$ cat config.mk
export PLATFORM = sky130hd
export DESIGN_NAME = sorted_priority_queue
export DESIGN_NICKNAME = d
export VERILOG_FILES = /design/src/hw/rtl/spq_pkg.sv /design/src/hw/rtl/spq_ram.sv /design/src/hw/rtl/spq_ctrl.sv /design/src/hw/rtl/spq_datapath.sv /design/src/hw/rtl/sorted_priority_queue.sv
export SDC_FILE = /design/constraint.sdc
export NUM_CORES = 2
export LEC_CHECK = 0
export ABC_AREA = 1
export BUFFER_PORTS_ARGS = -buffer_cell sky130_fd_sc_hd__buf_2
export CAP_MARGIN = 25
export CORE_MARGIN = 1.5
export CORE_UTILIZATION = 31
export CTS_CLUSTER_DIAMETER = 60
export DETAILED_ROUTE_END_ITERATION = 10
export PLACE_DENSITY = 0.55
export SLEW_MARGIN = 20
export SYNTH_ARGS = -nofsm -noshare
export SYNTH_HDL_FRONTEND = slang
export SYNTH_SLANG_ARGS = --single-unit
$ cat constraint.sdc
create_clock -name clock -period 5.91 [get_ports clock]
set_input_delay 0.591 -clock clock [delete_from_list [all_inputs] [get_ports clock]]
set_output_delay 0.591 -clock clock [all_outputs]
set_load 0.1 [all_outputs]
$ cat src/hw/rtl/spq_pkg.sv
// ----------------------------------------------------------------------------
// spq_pkg
// Shared types, codes and defaults of the sorted priority queue.
// ----------------------------------------------------------------------------
`default_nettype none

package spq_pkg;

   localparam int DEPTH_DEFAULT      = 64;
   localparam int COORD_BITS_DEFAULT = 10;
   localparam int COST_BITS          = 14;

   typedef enum logic [1:0] {
      KIND_ENQUEUE  = 2'd0,
      KIND_DEQUEUE  = 2'd1,
      KIND_REMOVE   = 2'd2,
      KIND_CONTAINS = 2'd3
   } kind_type;

   typedef enum logic [1:0] {
      STAT_OK        = 2'd0,
      STAT_FULL      = 2'd1,
      STAT_EMPTY     = 2'd2,
      STAT_NOT_FOUND = 2'd3
   } status_type;

   typedef enum logic [1:0] {
      RD_HERE  = 2'd0,
      RD_BELOW = 2'd1,
      RD_ABOVE = 2'd2
   } rd_sel_type;

   typedef enum logic [3:0] {
      ST_IDLE,
      ST_START,
      ST_ENQ_CHECK,
      ST_ENQ_EVAL,
      ST_SCAN_RD,
      ST_SCAN_EVAL,
      ST_SHIFT_EVAL,
      ST_SHIFT_WR,
      ST_FINISH
   } state_type;

   // Controller to datapath
   typedef struct packed {
      logic       latch_req;
      logic       idx_to_count;
      logic       idx_clear;
      logic       idx_inc;
      logic       idx_dec;
      logic       rd_en;
      rd_sel_type rd_sel;
      logic       wr_en;
      logic       wr_new;
      logic       capture_out;
      logic       set_found;
      logic       status_we;
      status_type status_val;
      logic       count_inc;
      logic       count_dec;
      logic       load_rsp;
   } cmd_type;

   // Datapath to controller
   typedef struct packed {
      kind_type kind;
      logic     empty;
      logic     full;
      logic     idx_zero;
      logic     idx_last;
      logic     cost_ge;
      logic     coord_match;
      logic     rsp_busy;
   } stat_type;

endpackage

`default_nettype wire

$ cat src/hw/rtl/spq_ram.sv
// ----------------------------------------------------------------------------
// spq_ram
// Generic single-write, single-read RAM with registered read data.
// ----------------------------------------------------------------------------
`default_nettype none

module spq_ram #(
   parameter int WIDTH = 34,
   parameter int DEPTH = 64
) (
   input  wire logic                     clock,
   input  wire logic                     wr_en,
   input  wire logic [$clog2(DEPTH)-1:0] wr_addr,
   input  wire logic [WIDTH-1:0]         wr_data,
   input  wire logic                     rd_en,
   input  wire logic [$clog2(DEPTH)-1:0] rd_addr,
   output logic      [WIDTH-1:0]         rd_data
);

   logic [WIDTH-1:0] mem_ff [DEPTH];
   logic [WIDTH-1:0] rd_data_ff;

   always_ff @(posedge clock) begin
      if (wr_en) begin
         mem_ff[wr_addr] <= wr_data;
      end
      if (rd_en) begin
         rd_data_ff <= mem_ff[rd_addr];
      end
   end

   assign rd_data = rd_data_ff;

endmodule

`default_nettype wire

$ cat src/hw/rtl/spq_ctrl.sv
// ----------------------------------------------------------------------------
// spq_ctrl
// Sequencer: walks the entry memory for insert, scan and shift-down.
// ----------------------------------------------------------------------------
`default_nettype none

module spq_ctrl
   import spq_pkg::*;
(
   input  wire logic     clock,
   input  wire logic     reset,
   input  wire logic     req_valid,
   output logic          req_ready,
   input  wire stat_type stat,
   output cmd_type       cmd
);

   state_type state_ff;
   state_type state_in;

   always_ff @(posedge clock) begin
      if (reset) begin
         state_ff <= ST_IDLE;
      end else begin
         state_ff <= state_in;
      end
   end

   logic scan_hit;
   assign scan_hit = (stat.kind == KIND_DEQUEUE) || stat.coord_match;

   // Next state
   always_comb begin
      state_in = state_ff;
      case (state_ff)
         ST_IDLE: begin
            if (req_valid) begin
               state_in = ST_START;
            end
         end
         ST_START: begin
            case (stat.kind)
               KIND_ENQUEUE: begin
                  state_in = stat.full ? ST_IDLE : ST_ENQ_CHECK;
                  if (stat.full && stat.rsp_busy) begin
                     state_in = ST_START;
                  end
               end
               default: begin
                  state_in = stat.empty ? ST_IDLE : ST_SCAN_RD;
                  if (stat.empty && stat.rsp_busy) begin
                     state_in = ST_START;
                  end
               end
            endcase
         end
         ST_ENQ_CHECK: begin
            if (stat.idx_zero) begin
               state_in = ST_FINISH;
            end else begin
               state_in = ST_ENQ_EVAL;
            end
         end
         ST_ENQ_EVAL: begin
            state_in = stat.cost_ge ? ST_ENQ_CHECK : ST_FINISH;
         end
         ST_SCAN_RD: begin
            state_in = ST_SCAN_EVAL;
         end
         ST_SCAN_EVAL: begin
            if (scan_hit) begin
               state_in = (stat.kind == KIND_CONTAINS) ? ST_FINISH : ST_SHIFT_EVAL;
            end else if (stat.idx_last) begin
               state_in = ST_FINISH;
            end else begin
               state_in = ST_SCAN_RD;
            end
         end
         ST_SHIFT_EVAL: begin
            if (stat.idx_last) begin
               state_in = ST_FINISH;
            end else begin
               state_in = ST_SHIFT_WR;
            end
         end
         ST_SHIFT_WR: begin
            state_in = ST_SHIFT_EVAL;
         end
         ST_FINISH: begin
            // Hold here until the result register frees
            if (!stat.rsp_busy) begin
               state_in = ST_IDLE;
            end
         end
         default: begin
            state_in = ST_IDLE;
         end
      endcase
   end

   assign req_ready = (state_ff == ST_IDLE);

   // Outputs
   always_comb begin
      cmd = '0;
      case (state_ff)
         ST_IDLE: begin
            cmd.latch_req = req_valid;
         end
         ST_START: begin
            case (stat.kind)
               KIND_ENQUEUE: begin
                  if (stat.full) begin
                     cmd.status_we  = 1'b1;
                     cmd.status_val = STAT_FULL;
                     cmd.load_rsp   = !stat.rsp_busy;
                  end else begin
                     cmd.idx_to_count = 1'b1;
                  end
               end
               default: begin
                  cmd.idx_clear = 1'b1;
                  if (stat.empty) begin
                     cmd.status_we  = (stat.kind != KIND_CONTAINS);
                     cmd.status_val = (stat.kind == KIND_DEQUEUE) ? STAT_EMPTY
                                                                  : STAT_NOT_FOUND;
                     cmd.load_rsp   = !stat.rsp_busy;
                  end
               end
            endcase
         end
         ST_ENQ_CHECK: begin
            if (stat.idx_zero) begin
               cmd.wr_en     = 1'b1;
               cmd.wr_new    = 1'b1;
               cmd.count_inc = 1'b1;
            end else begin
               cmd.rd_en  = 1'b1;
               cmd.rd_sel = RD_BELOW;
            end
         end
         ST_ENQ_EVAL: begin
            cmd.wr_en = 1'b1;
            if (stat.cost_ge) begin
               cmd.idx_dec = 1'b1;
            end else begin
               cmd.wr_new    = 1'b1;
               cmd.count_inc = 1'b1;
            end
         end
         ST_SCAN_RD: begin
            cmd.rd_en  = 1'b1;
            cmd.rd_sel = RD_HERE;
         end
         ST_SCAN_EVAL: begin
            if (scan_hit) begin
               cmd.capture_out = (stat.kind == KIND_DEQUEUE);
               cmd.set_found   = (stat.kind != KIND_DEQUEUE);
            end else if (stat.idx_last) begin
               cmd.status_we  = (stat.kind == KIND_REMOVE);
               cmd.status_val = STAT_NOT_FOUND;
            end else begin
               cmd.idx_inc = 1'b1;
            end
         end
         ST_SHIFT_EVAL: begin
            // Hole at idx: close it by pulling up the entry above, or drop one
            if (stat.idx_last) begin
               cmd.count_dec = 1'b1;
            end else begin
               cmd.rd_en  = 1'b1;
               cmd.rd_sel = RD_ABOVE;
            end
         end
         ST_SHIFT_WR: begin
            // Move the entry read from above into the hole, advance the hole
            cmd.wr_en   = 1'b1;
            cmd.idx_inc = 1'b1;
         end
         ST_FINISH: begin
            cmd.load_rsp = !stat.rsp_busy;
         end
         default: begin
            cmd = '0;
         end
      endcase
   end

endmodule

`default_nettype wire

$ cat src/hw/rtl/spq_datapath.sv
// ----------------------------------------------------------------------------
// spq_datapath
// Request latch, entry memory, index and count, result registers.
// ----------------------------------------------------------------------------
`default_nettype none

module spq_datapath
   import spq_pkg::*;
#(
   parameter int DEPTH      = DEPTH_DEFAULT,
   parameter int COORD_BITS = COORD_BITS_DEFAULT
) (
   input  wire logic                       clock,
   input  wire logic                       reset,
   input  wire logic [1:0]                 req_kind,
   input  wire logic [COORD_BITS-1:0]      req_item_x,
   input  wire logic [COORD_BITS-1:0]      req_item_y,
   input  wire logic [COST_BITS-1:0]       req_item_cost,
   input  wire cmd_type                    cmd,
   output stat_type                        stat,
   output logic                            rsp_valid,
   input  wire logic                       rsp_ready,
   output logic [COORD_BITS-1:0]           rsp_out_x,
   output logic [COORD_BITS-1:0]           rsp_out_y,
   output logic [COST_BITS-1:0]            rsp_out_cost,
   output logic                            rsp_found,
   output logic [1:0]                      rsp_status,
   output logic [$clog2(DEPTH+1)-1:0]      rsp_occupancy
);

   localparam int AW = $clog2(DEPTH);
   localparam int CW = $clog2(DEPTH + 1);
   localparam int EW = 2 * COORD_BITS + COST_BITS;

   // Request latch
   kind_type              kind_ff;
   logic [COORD_BITS-1:0] x_ff;
   logic [COORD_BITS-1:0] y_ff;
   logic [COST_BITS-1:0]  cost_ff;

   logic [AW-1:0] idx_ff, idx_in;
   logic [CW-1:0] count_ff, count_in;

   logic [COORD_BITS-1:0] res_x_ff, res_x_in;
   logic [COORD_BITS-1:0] res_y_ff, res_y_in;
   logic [COST_BITS-1:0]  res_cost_ff, res_cost_in;
   logic                  res_found_ff, res_found_in;
   status_type            res_status_ff, res_status_in;

   logic                  rsp_valid_ff, rsp_valid_in;
   logic [COORD_BITS-1:0] rsp_x_ff;
   logic [COORD_BITS-1:0] rsp_y_ff;
   logic [COST_BITS-1:0]  rsp_cost_ff;
   logic                  rsp_found_ff;
   status_type            rsp_status_ff;
   logic [CW-1:0]         rsp_occ_ff;

   // Entry memory
   logic [AW-1:0] rd_addr;
   logic [EW-1:0] wr_data;
   logic [EW-1:0] rd_data;

   logic [COORD_BITS-1:0] rd_x;
   logic [COORD_BITS-1:0] rd_y;
   logic [COST_BITS-1:0]  rd_cost;

   assign rd_x    = rd_data[EW-1 -: COORD_BITS];
   assign rd_y    = rd_data[COST_BITS +: COORD_BITS];
   assign rd_cost = rd_data[COST_BITS-1:0];

   always_comb begin
      case (cmd.rd_sel)
         RD_BELOW: rd_addr = idx_ff - AW'(1);
         RD_ABOVE: rd_addr = idx_ff + AW'(1);
         default:  rd_addr = idx_ff;
      endcase
   end

   assign wr_data = cmd.wr_new ? {x_ff, y_ff, cost_ff} : rd_data;

   spq_ram #(
      .WIDTH (EW),
      .DEPTH (DEPTH)
   ) u_entry_ram (
      .clock   (clock),
      .wr_en   (cmd.wr_en),
      .wr_addr (idx_ff),
      .wr_data (wr_data),
      .rd_en   (cmd.rd_en),
      .rd_addr (rd_addr),
      .rd_data (rd_data)
   );

   // Index and count
   always_comb begin
      idx_in = idx_ff;
      if (cmd.idx_to_count) begin
         idx_in = AW'(count_ff);
      end else if (cmd.idx_clear) begin
         idx_in = '0;
      end else if (cmd.idx_inc) begin
         idx_in = idx_ff + AW'(1);
      end else if (cmd.idx_dec) begin
         idx_in = idx_ff - AW'(1);
      end
   end

   always_comb begin
      count_in = count_ff;
      if (cmd.count_inc) begin
         count_in = count_ff + CW'(1);
      end else if (cmd.count_dec) begin
         count_in = count_ff - CW'(1);
      end
   end

   // Working result
   always_comb begin
      res_x_in      = res_x_ff;
      res_y_in      = res_y_ff;
      res_cost_in   = res_cost_ff;
      res_found_in  = res_found_ff;
      res_status_in = res_status_ff;
      if (cmd.latch_req) begin
         res_x_in      = '0;
         res_y_in      = '0;
         res_cost_in   = '0;
         res_found_in  = 1'b0;
         res_status_in = STAT_OK;
      end else begin
         if (cmd.capture_out) begin
            res_x_in    = rd_x;
            res_y_in    = rd_y;
            res_cost_in = rd_cost;
         end
         if (cmd.set_found) begin
            res_found_in = 1'b1;
         end
         if (cmd.status_we) begin
            res_status_in = cmd.status_val;
         end
      end
   end

   // Result register: load takes the final count, so status paths that
   // load in the same cycle as a status write use the written code
   always_comb begin
      rsp_valid_in = rsp_valid_ff;
      if (cmd.load_rsp) begin
         rsp_valid_in = 1'b1;
      end else if (rsp_ready) begin
         rsp_valid_in = 1'b0;
      end
   end

   always_ff @(posedge clock) begin
      if (reset) begin
         count_ff     <= '0;
         rsp_valid_ff <= 1'b0;
      end else begin
         count_ff     <= count_in;
         rsp_valid_ff <= rsp_valid_in;
      end
   end

   always_ff @(posedge clock) begin
      if (cmd.latch_req) begin
         kind_ff <= kind_type'(req_kind);
         x_ff    <= req_item_x;
         y_ff    <= req_item_y;
         cost_ff <= req_item_cost;
      end
      idx_ff        <= idx_in;
      res_x_ff      <= res_x_in;
      res_y_ff      <= res_y_in;
      res_cost_ff   <= res_cost_in;
      res_found_ff  <= res_found_in;
      res_status_ff <= res_status_in;
      if (cmd.load_rsp) begin
         rsp_x_ff      <= res_x_in;
         rsp_y_ff      <= res_y_in;
         rsp_cost_ff   <= res_cost_in;
         rsp_found_ff  <= res_found_in;
         rsp_status_ff <= res_status_in;
         rsp_occ_ff    <= count_in;
      end
   end

   // Status to the controller
   assign stat.kind        = kind_ff;
   assign stat.empty       = (count_ff == '0);
   assign stat.full        = (count_ff == CW'(DEPTH));
   assign stat.idx_zero    = (idx_ff == '0);
   assign stat.idx_last    = ((CW'(idx_ff) + CW'(1)) == count_ff);
   assign stat.cost_ge     = (rd_cost >= cost_ff);
   assign stat.coord_match = (rd_x == x_ff) && (rd_y == y_ff);
   assign stat.rsp_busy    = rsp_valid_ff && !rsp_ready;

   assign rsp_valid     = rsp_valid_ff;
   assign rsp_out_x     = rsp_x_ff;
   assign rsp_out_y     = rsp_y_ff;
   assign rsp_out_cost  = rsp_cost_ff;
   assign rsp_found     = rsp_found_ff;
   assign rsp_status    = rsp_status_ff;
   assign rsp_occupancy = rsp_occ_ff;

`ifndef SYNTHESIS
   a_count_bound: assert property (@(posedge clock) disable iff (reset)
      count_ff <= CW'(DEPTH))
      else $error("entry count above depth");

   a_no_insert_when_full: assert property (@(posedge clock) disable iff (reset)
      cmd.count_inc |-> !stat.full)
      else $error("insert into full store");

   a_no_drop_when_empty: assert property (@(posedge clock) disable iff (reset)
      cmd.count_dec |-> !stat.empty)
      else $error("drop from empty store");

   a_write_in_range: assert property (@(posedge clock) disable iff (reset)
      cmd.wr_en |-> (CW'(idx_ff) <= count_ff))
      else $error("write beyond filled region");

   a_load_only_free: assert property (@(posedge clock) disable iff (reset)
      cmd.load_rsp |-> !stat.rsp_busy)
      else $error("result register overwritten");
`endif

endmodule

`default_nettype wire

$ cat src/hw/rtl/sorted_priority_queue.sv
// ----------------------------------------------------------------------------
// sorted_priority_queue
// Keeps up to DEPTH grid entries (x, y, cost) in ascending cost order in a
// single-port-read entry RAM. Kinds: enqueue (inserted ahead of every entry
// of equal or greater cost, so equal costs leave newest first), dequeue (pops
// the lowest cost), remove (deletes the first entry with matching
// coordinates) and contains (reports a coordinate match). Every request gives
// one response word with status (ok, full, empty, not found) and the count
// after the operation. One request is worked at a time; the RAM read is
// registered, so the sequencer reads each entry it visits and evaluates it
// in a separate state. An enqueue walks down from the tail and moves up
// each entry of equal or greater cost; dequeue and remove scan from the
// front up to the hit and then pull every entry above it down; contains and
// a remove that misses only scan; an enqueue into a full store and any other
// kind on an empty store answer without touching the RAM. A finished
// response sits in an output register; while an earlier word there is still
// unaccepted the sequencer holds, and the request side reopens in the cycle
// after the load.
// ----------------------------------------------------------------------------
`default_nettype none

module sorted_priority_queue
   import spq_pkg::*;
#(
   parameter int DEPTH      = DEPTH_DEFAULT,
   parameter int COORD_BITS = COORD_BITS_DEFAULT
) (
   input  wire logic                  clock,
   input  wire logic                  reset,
   // request channel
   input  wire logic                  req_valid,
   output logic                       req_ready,
   input  wire logic [1:0]            req_kind,
   input  wire logic [COORD_BITS-1:0] req_item_x,
   input  wire logic [COORD_BITS-1:0] req_item_y,
   input  wire logic [COST_BITS-1:0]  req_item_cost,
   // response channel
   output logic                       rsp_valid,
   input  wire logic                  rsp_ready,
   output logic [COORD_BITS-1:0]      rsp_out_x,
   output logic [COORD_BITS-1:0]      rsp_out_y,
   output logic [COST_BITS-1:0]       rsp_out_cost,
   output logic                       rsp_found,
   output logic [1:0]                 rsp_status,
   output logic [$clog2(DEPTH+1)-1:0] rsp_occupancy
);

   cmd_type  cmd;
   stat_type stat;

   // Sequencer: decide per kind, walk the RAM, hold until the response frees
   spq_ctrl u_ctrl (
      .clock     (clock),
      .reset     (reset),
      .req_valid (req_valid),
      .req_ready (req_ready),
      .stat      (stat),
      .cmd       (cmd)
   );

   // Datapath: latch the word, move entries, build the response word
   spq_datapath #(
      .DEPTH      (DEPTH),
      .COORD_BITS (COORD_BITS)
   ) u_datapath (
      .clock         (clock),
      .reset         (reset),
      .req_kind      (req_kind),
      .req_item_x    (req_item_x),
      .req_item_y    (req_item_y),
      .req_item_cost (req_item_cost),
      .cmd           (cmd),
      .stat          (stat),
      .rsp_valid     (rsp_valid),
      .rsp_ready     (rsp_ready),
      .rsp_out_x     (rsp_out_x),
      .rsp_out_y     (rsp_out_y),
      .rsp_out_cost  (rsp_out_cost),
      .rsp_found     (rsp_found),
      .rsp_status    (rsp_status),
      .rsp_occupancy (rsp_occupancy)
   );

endmodule

`default_nettype wire
Word-level counts from Yosys, hierarchy flattened. Memories as Yosys holds them, arrays and structs flattened. A register that Yosys moved wholly into a read port is not among the register bits. Cells that the tools add are included.

Bits in registers: 135. Memories: 1. RAM bits: 2176. Word-level logic and storage cells: 132. Output and inout bits: 46.

Memory list: u_datapath.u_entry_ram.mem_ff (words 64, bits a word 34, rd ports 1, clocked after Yosys merged registers in 1, write ports 1, line spq_ram.sv:20) `logic [WIDTH-1:0] mem_ff [DEPTH];`.

Multiplexer cells: 70. Equality and inequality tests: 21. Reduce and logical (&&, ||, !) cells: 15. Add/sub/neg operators: 5. Order comparisons: 1.

Operators by type and width (number): $mux W4 (11); $mux W10 (4); $pmux W4 S9 (1); $mux W34 (1); $mux W14 (2); $mux W3 (8); $mux W6 (4); $mux W1 (22); $eq A10 B10 Y1 (2); $eq A4 B3 Y1 const B (4); $ge A14 B14 Y1 (1); $mux W2 (7); $mux W7 (2); $pmux W6 S2 (1); $pmux W1 S2 (5); $pmux W3 S3 (1); $eq A4 B2 Y1 const B (2); $add A6 B1 Y7 const B (1); $add A7 B1 Y7 const B (1); $eq A7 B7 Y1 (1); $eq A7 B7 Y1 const B (1); $logic_not A7 Y1 (1); $sub A7 B1 Y7 const B (1); $add A6 B1 Y6 const B (1); other kinds (18) (27).

Depth between registers and ports, before layout.
Depth after elaboration: 8. Depth in mapped cells: 27. Depth with buffers taken out: 24.

Cells and area by module. A second synthesis with hierarchy kept.

Cells, all modules: 7919. Area, all modules: 94822.2 um^2.

By module, submodules not included: spq_ram (area an instance 88282.2 um^2, sequential area each 66363.6 um^2, times used 1, cells each 7188); spq_datapath (area an instance 5960.7 um^2, sequential area each 3483.3 um^2, times used 1, cells each 627); spq_ctrl (area an instance 579.3 um^2, sequential area each 80.1 um^2, times used 1, cells each 104).

Worst setup path before layout. No wires, ideal clock.

Path type: register to register. Start: register u_datapath.u_entry_ram.rd_data_ff[13], in the netlist u_datapath.u_entry_ram.rd_data[13], read port of u_datapath.u_entry_ram.mem_ff. End: memory u_datapath.u_entry_ram.mem_ff[0][15] (data pin). Arrival time: 4.153 ns. Setup slack: 1.055 ns. Buffers on the path: 2. Library setup time: 0.702 ns. Stages on the path, launching flop included: 11. Cells stage by stage: edfxtp_1 ha_1 nand2_1 nor2_1 nor3b_1 nand2_1 nand4_1 nand2_1 buf_2 clkbuf_1 o21ai_0.

Longest elaborated chain between the ends: 4.

RTL lines: start, declared (line spq_ram.sv:21) `logic [WIDTH-1:0] rd_data_ff;`; $ge A14 B14 Y1 (line spq_datapath.sv:195) `assign stat.cost_ge = (rd_cost >= cost_ff);`; $mux W1 (line spq_ctrl.sv:144) `if (stat.cost_ge) begin`; $pmux W1 S2 (line spq_ctrl.sv:106) `case (state_ff)`; $mux W34 (line spq_datapath.sv:79) `assign wr_data = cmd.wr_new ? {x_ff, y_ff, cost_ff} : rd_data;`; net u_datapath.u_entry_ram.wr_data[15] (line spq_ram.sv:14) `input wire logic [WIDTH-1:0] wr_data,`; end, declared (line spq_ram.sv:20).

The timed path passes the listed nets, and every way through them passes these cells.

Worst setup path in the final report.
Start: register u_datapath.idx_ff[0]. End: register u_datapath.u_entry_ram.rd_data_ff[1], in the netlist u_datapath.u_entry_ram.rd_data[1], read port of u_datapath.u_entry_ram.mem_ff (data pin).

Longest elaborated chain between the ends: 6. Elaborated cells on any way between the ends: 11. Those cells by class: add/sub: 3; eq/ne: 3; mux: 4; reduce/logical: 1.

RTL lines: start, declared (line spq_datapath.sv:41) `logic [AW-1:0] idx_ff, idx_in;`; start signal, assigned (line spq_datapath.sv:173) `idx_ff <= idx_in;`; $add A6 B1 Y7 (line spq_datapath.sv:194) `assign stat.idx_last = ((CW'(idx_ff) + CW'(1)) == count_ff);`; $eq A7 B7 Y1 (line spq_datapath.sv:194); $mux W3 (line spq_ctrl.sv:168) `if (stat.idx_last) begin`; $pmux W3 S3 (line spq_ctrl.sv:106); $eq A2 B2 Y1 / $eq A2 B1 Y1 (equally long branches) (line spq_datapath.sv:72) `case (cmd.rd_sel)`; $pmux W6 S2 (line spq_datapath.sv:72).

Several ways; a longest one is shown, not always the timed one. A chain may end at the register's enable or synchronous reset.

==> out/results.ini <==
[logic_synthesis]
synth.avg_cell_area_sq_um = 11.4
post-synth-top-area-cell = edfxtp_1
ys_types = 37
synth_warnings = 0
yosys-top-cells-area = edfxtp_1, nand2_1, nand3_1
synth_nets = 8587
yosysSeqAreaShare_pct = 71.6
synth_top_area_share_pct = 70.6
syn_area_sq_um = 97600
yosys_register_bits = 2345
syn_inst = 8527

[critical_path]
crit_path_start_kind = flop
reg2reg_depth = 25
crit_path_top_delay_cell = edfxtp_1
worstPathRequired_ns = 6.63
cp-startpoint = u_datapath.idx_ff[0]
worstSetupPathType = flop to flop
worstPathArrival_ns = 6.38
cpMostUsedCell = nand3_1
cp-end-kind = flop
slowest_delay_ns = 0.58
r2r-start = u_datapath.idx_ff[0]
worst-path-max-fanout = 42

[cts]
clockRootBuffer = clkbuf_16
numClockSinks = 2345
cts_buffers = 240
cts_tree = yes
cts.reportedPaths.clkPinSlew_ns = 0.06
postCtsSetupBuffers = 0
cts_max_level = 4
cts_buffer_depth = 3
insertion_delay_ns = 0.90
cts-resized-gates = 0

[final_layout]
area_delta_synth_final_pct = 15.3
layout.nets = 8708
final_util_pct = 36.0
drive_gt1_share_pct = 9.25

[power]
p_leak_nw = 41.5
swShare_pct = 27.6
seq_power_share_pct = 47.0
clkPwrFrac_pct = 38.3
p_switching_w = 0.0108
pwr-share-comb_pct = 14.7
power_density_nw_per_um2 = 349
p_int_w = 0.0285
ir_drop_mv = 0.368

[routing]
drtIter0Drc = 7180
viasPerCell = 5.03
avgRoutedWirePerCell_um = 23.1
via_count = 65300
wirelength_mm = 300
drc_errors = 0
ant_nets = 0
firstDrtPassIters = 6

[sta]
setup-tns-final_ns = 0
slew_violations = 0
clock_skew_ns = 0.0525
period_share_pct = 95.6
tightestPinTransition_ns = 1.11
min_period_ns = 5.65
finalHoldViolCount = 0
slew-limit-headroom_pct = 26.1
finalSetupViolCount = 0
rsz0062_at_grt = false
fmaxAchievable_mhz = 177

[min_path]
worstHoldPathType = input pin to flop
whs_path_depth = 2
hold_start = reset

[placed_design]
io_buffer_count = 85
place_congestion = 0.853
hpwl_mm = 174

[grt]
grt_max_degree = 162
grtUsageTotal_pct = 18.5
grt_overflow = 0
grt_pass1_vias = 61600
antenna_found_initial = 11
grt_pass1_wl_mm = 434

[floorplanning]
start_util_pct = 31.2
rows = 205
die_area_sq_um = 318000
dieHeight_um = 564
ios = 86
core_sq_um = 313000
die_w_um = 564

[run]
cap_violations = 0

[outcome]
run_status = complete, no violations

==> what timing repair did <==
action	4_1_cts	5_1_grt
endpoints found under the setup margin	0	1
hold endpoints to repair	38	0
hold buffers	37	0
==> final timing paths <==
path | slack, ns | to
worst max-delay path | 0.26 | u_datapath.u_entry_ram.rd_data[1]
worst min-delay path | 0.07 | u_datapath.count_ff[3]
worst min register to register | 0.47 | u_datapath.res_y_ff[0]
worst max register to register | 0.26 | u_datapath.u_entry_ram.rd_data[1]
==> metal layers <==
layer	GRT usage, %	vias up	share of wire, %
li1	-	29700	-
met3	2.94	409	8.1
met1	25.7	32400	43
met2	29.3	2722	45
met5	0	-	0
met4	6.48	0	3.5
==> sequential cells by signal, summed over array words and instances, names as in the netlist, 4 cells and up <==
register,cells
u_datapath.cost_ff,14
u_datapath.rsp_out_y,10
u_datapath.u_entry_ram.rd_data,34
u_datapath.rsp_occupancy,7
u_datapath.res_x_ff,10
u_datapath.rsp_out_cost,14
u_datapath.y_ff,10
u_datapath.res_cost_ff,14
u_datapath.u_entry_ram.mem_ff,2176
u_ctrl.state_ff,4
u_datapath.res_y_ff,10
u_datapath.rsp_out_x,10
u_datapath.idx_ff,6
u_datapath.x_ff,10
u_datapath.count_ff,7
==> cells by family after synthesis <==
logic type,share of synthesized area (%)
adders and majority gates,0.256
xor gates and xnor gates,0.133
AOI/OAI and AO/OA,4.24
DFF,71.6
buffers and inverters,4.70
and+or+nand+nor,19.0
==> power by group through the flow <==
| stage | clock (W) | sequential, W | combinational [W] |
|---|---|---|---|
| CTS | 0.0153 | 0.0185 | 0.00577 |
| global placement | 0 | 0.0188 | 0.00570 |
| floorplan | 0 | 0.0190 | 0.00334 |
| finish | 0.0151 | 0.0185 | 0.00580 |
| detailed placement | 0 | 0.0188 | 0.00573 |
| global route | 0.0158 | 0.0185 | 0.00624 |
==> cell usage after synthesis (all sizes together) <==
cell    instances
a21oi          52
a31oi           2
buf           415
clkbuf         83
clkinv          2
dfxtp          49
edfxtp       2296
ha             20
inv           556
nand2        3208
nand3        1118
nand3b          1
nand4          17
nor2          120
nor3            8
nor3b           2
o211ai        477
o21ai          48
o21bai          3
o22ai           1
or2            35
xnor2           3
xor2           11
==> critical path, delay by kind of cell, from the launching register on <==
| family | cells | cell delay (ns) |
|---|---|---|
| simple gates | 16 | 2.48 |
| flops | 1 | 0.58 |
| buf+inv | 6 | 1.31 |
| compound gates | 1 | 0.12 |
| fa+ha+maj | 2 | 0.85 |
==> per-stage QoR <==
stage	power, W	hold WS (ns)	cell area (sq um)	instances	setup slack (ns)
6_report	0.0393	0.0680	113000	13000	0.258
5_1_grt	0.0406	0.0437	113000	13000	0.0505
4_1_cts	0.0395	0.000699	113000	13000	0.317
3_5_place_dp	0.0246	0.459	104000	12500	0.357
3_3_place_gp	0.0245	0.453	104000	12500	0.441
2_1_floorplan	0.0223	0.441	97600	8527	1.06
==> cell type report <==
type,count,area (sq um)
diodes,4,10.0
clock buffers,313,6470
clock inverters,126,1280
fillers,30200,200000
inverters,558,2120
multi-input cells,5126,24000
flip-flops and latches,2345,69900
well taps,4140,5180
repair buffers,377,3560
==> cell usage in the layout (no fill, tap or decap), types with 20 or more instances in the layout <==
master         Yosys  layout
nor2_4             2      67
bufinv_16          0      22
clkinv_2           0      30
buf_2            364      85
clkbuf_1          83      63
a21oi_1           52      51
nand2_1         3201    3195
ha_1              20      20
buf_12             0      57
buf_4             22     189
inv_1            543     542
o21ai_4            0      34
or2_1             30      30
o211ai_1         477     477
dfxtp_1           49      49
nor2_1           116      50
edfxtp_1        2296    2296
clkbuf_16          0     248
nand3_1         1104    1104
clkinv_1           2      54
dlygate4sd3_1      0      37
No activity file was read; power rests on OpenSTA's default activity.
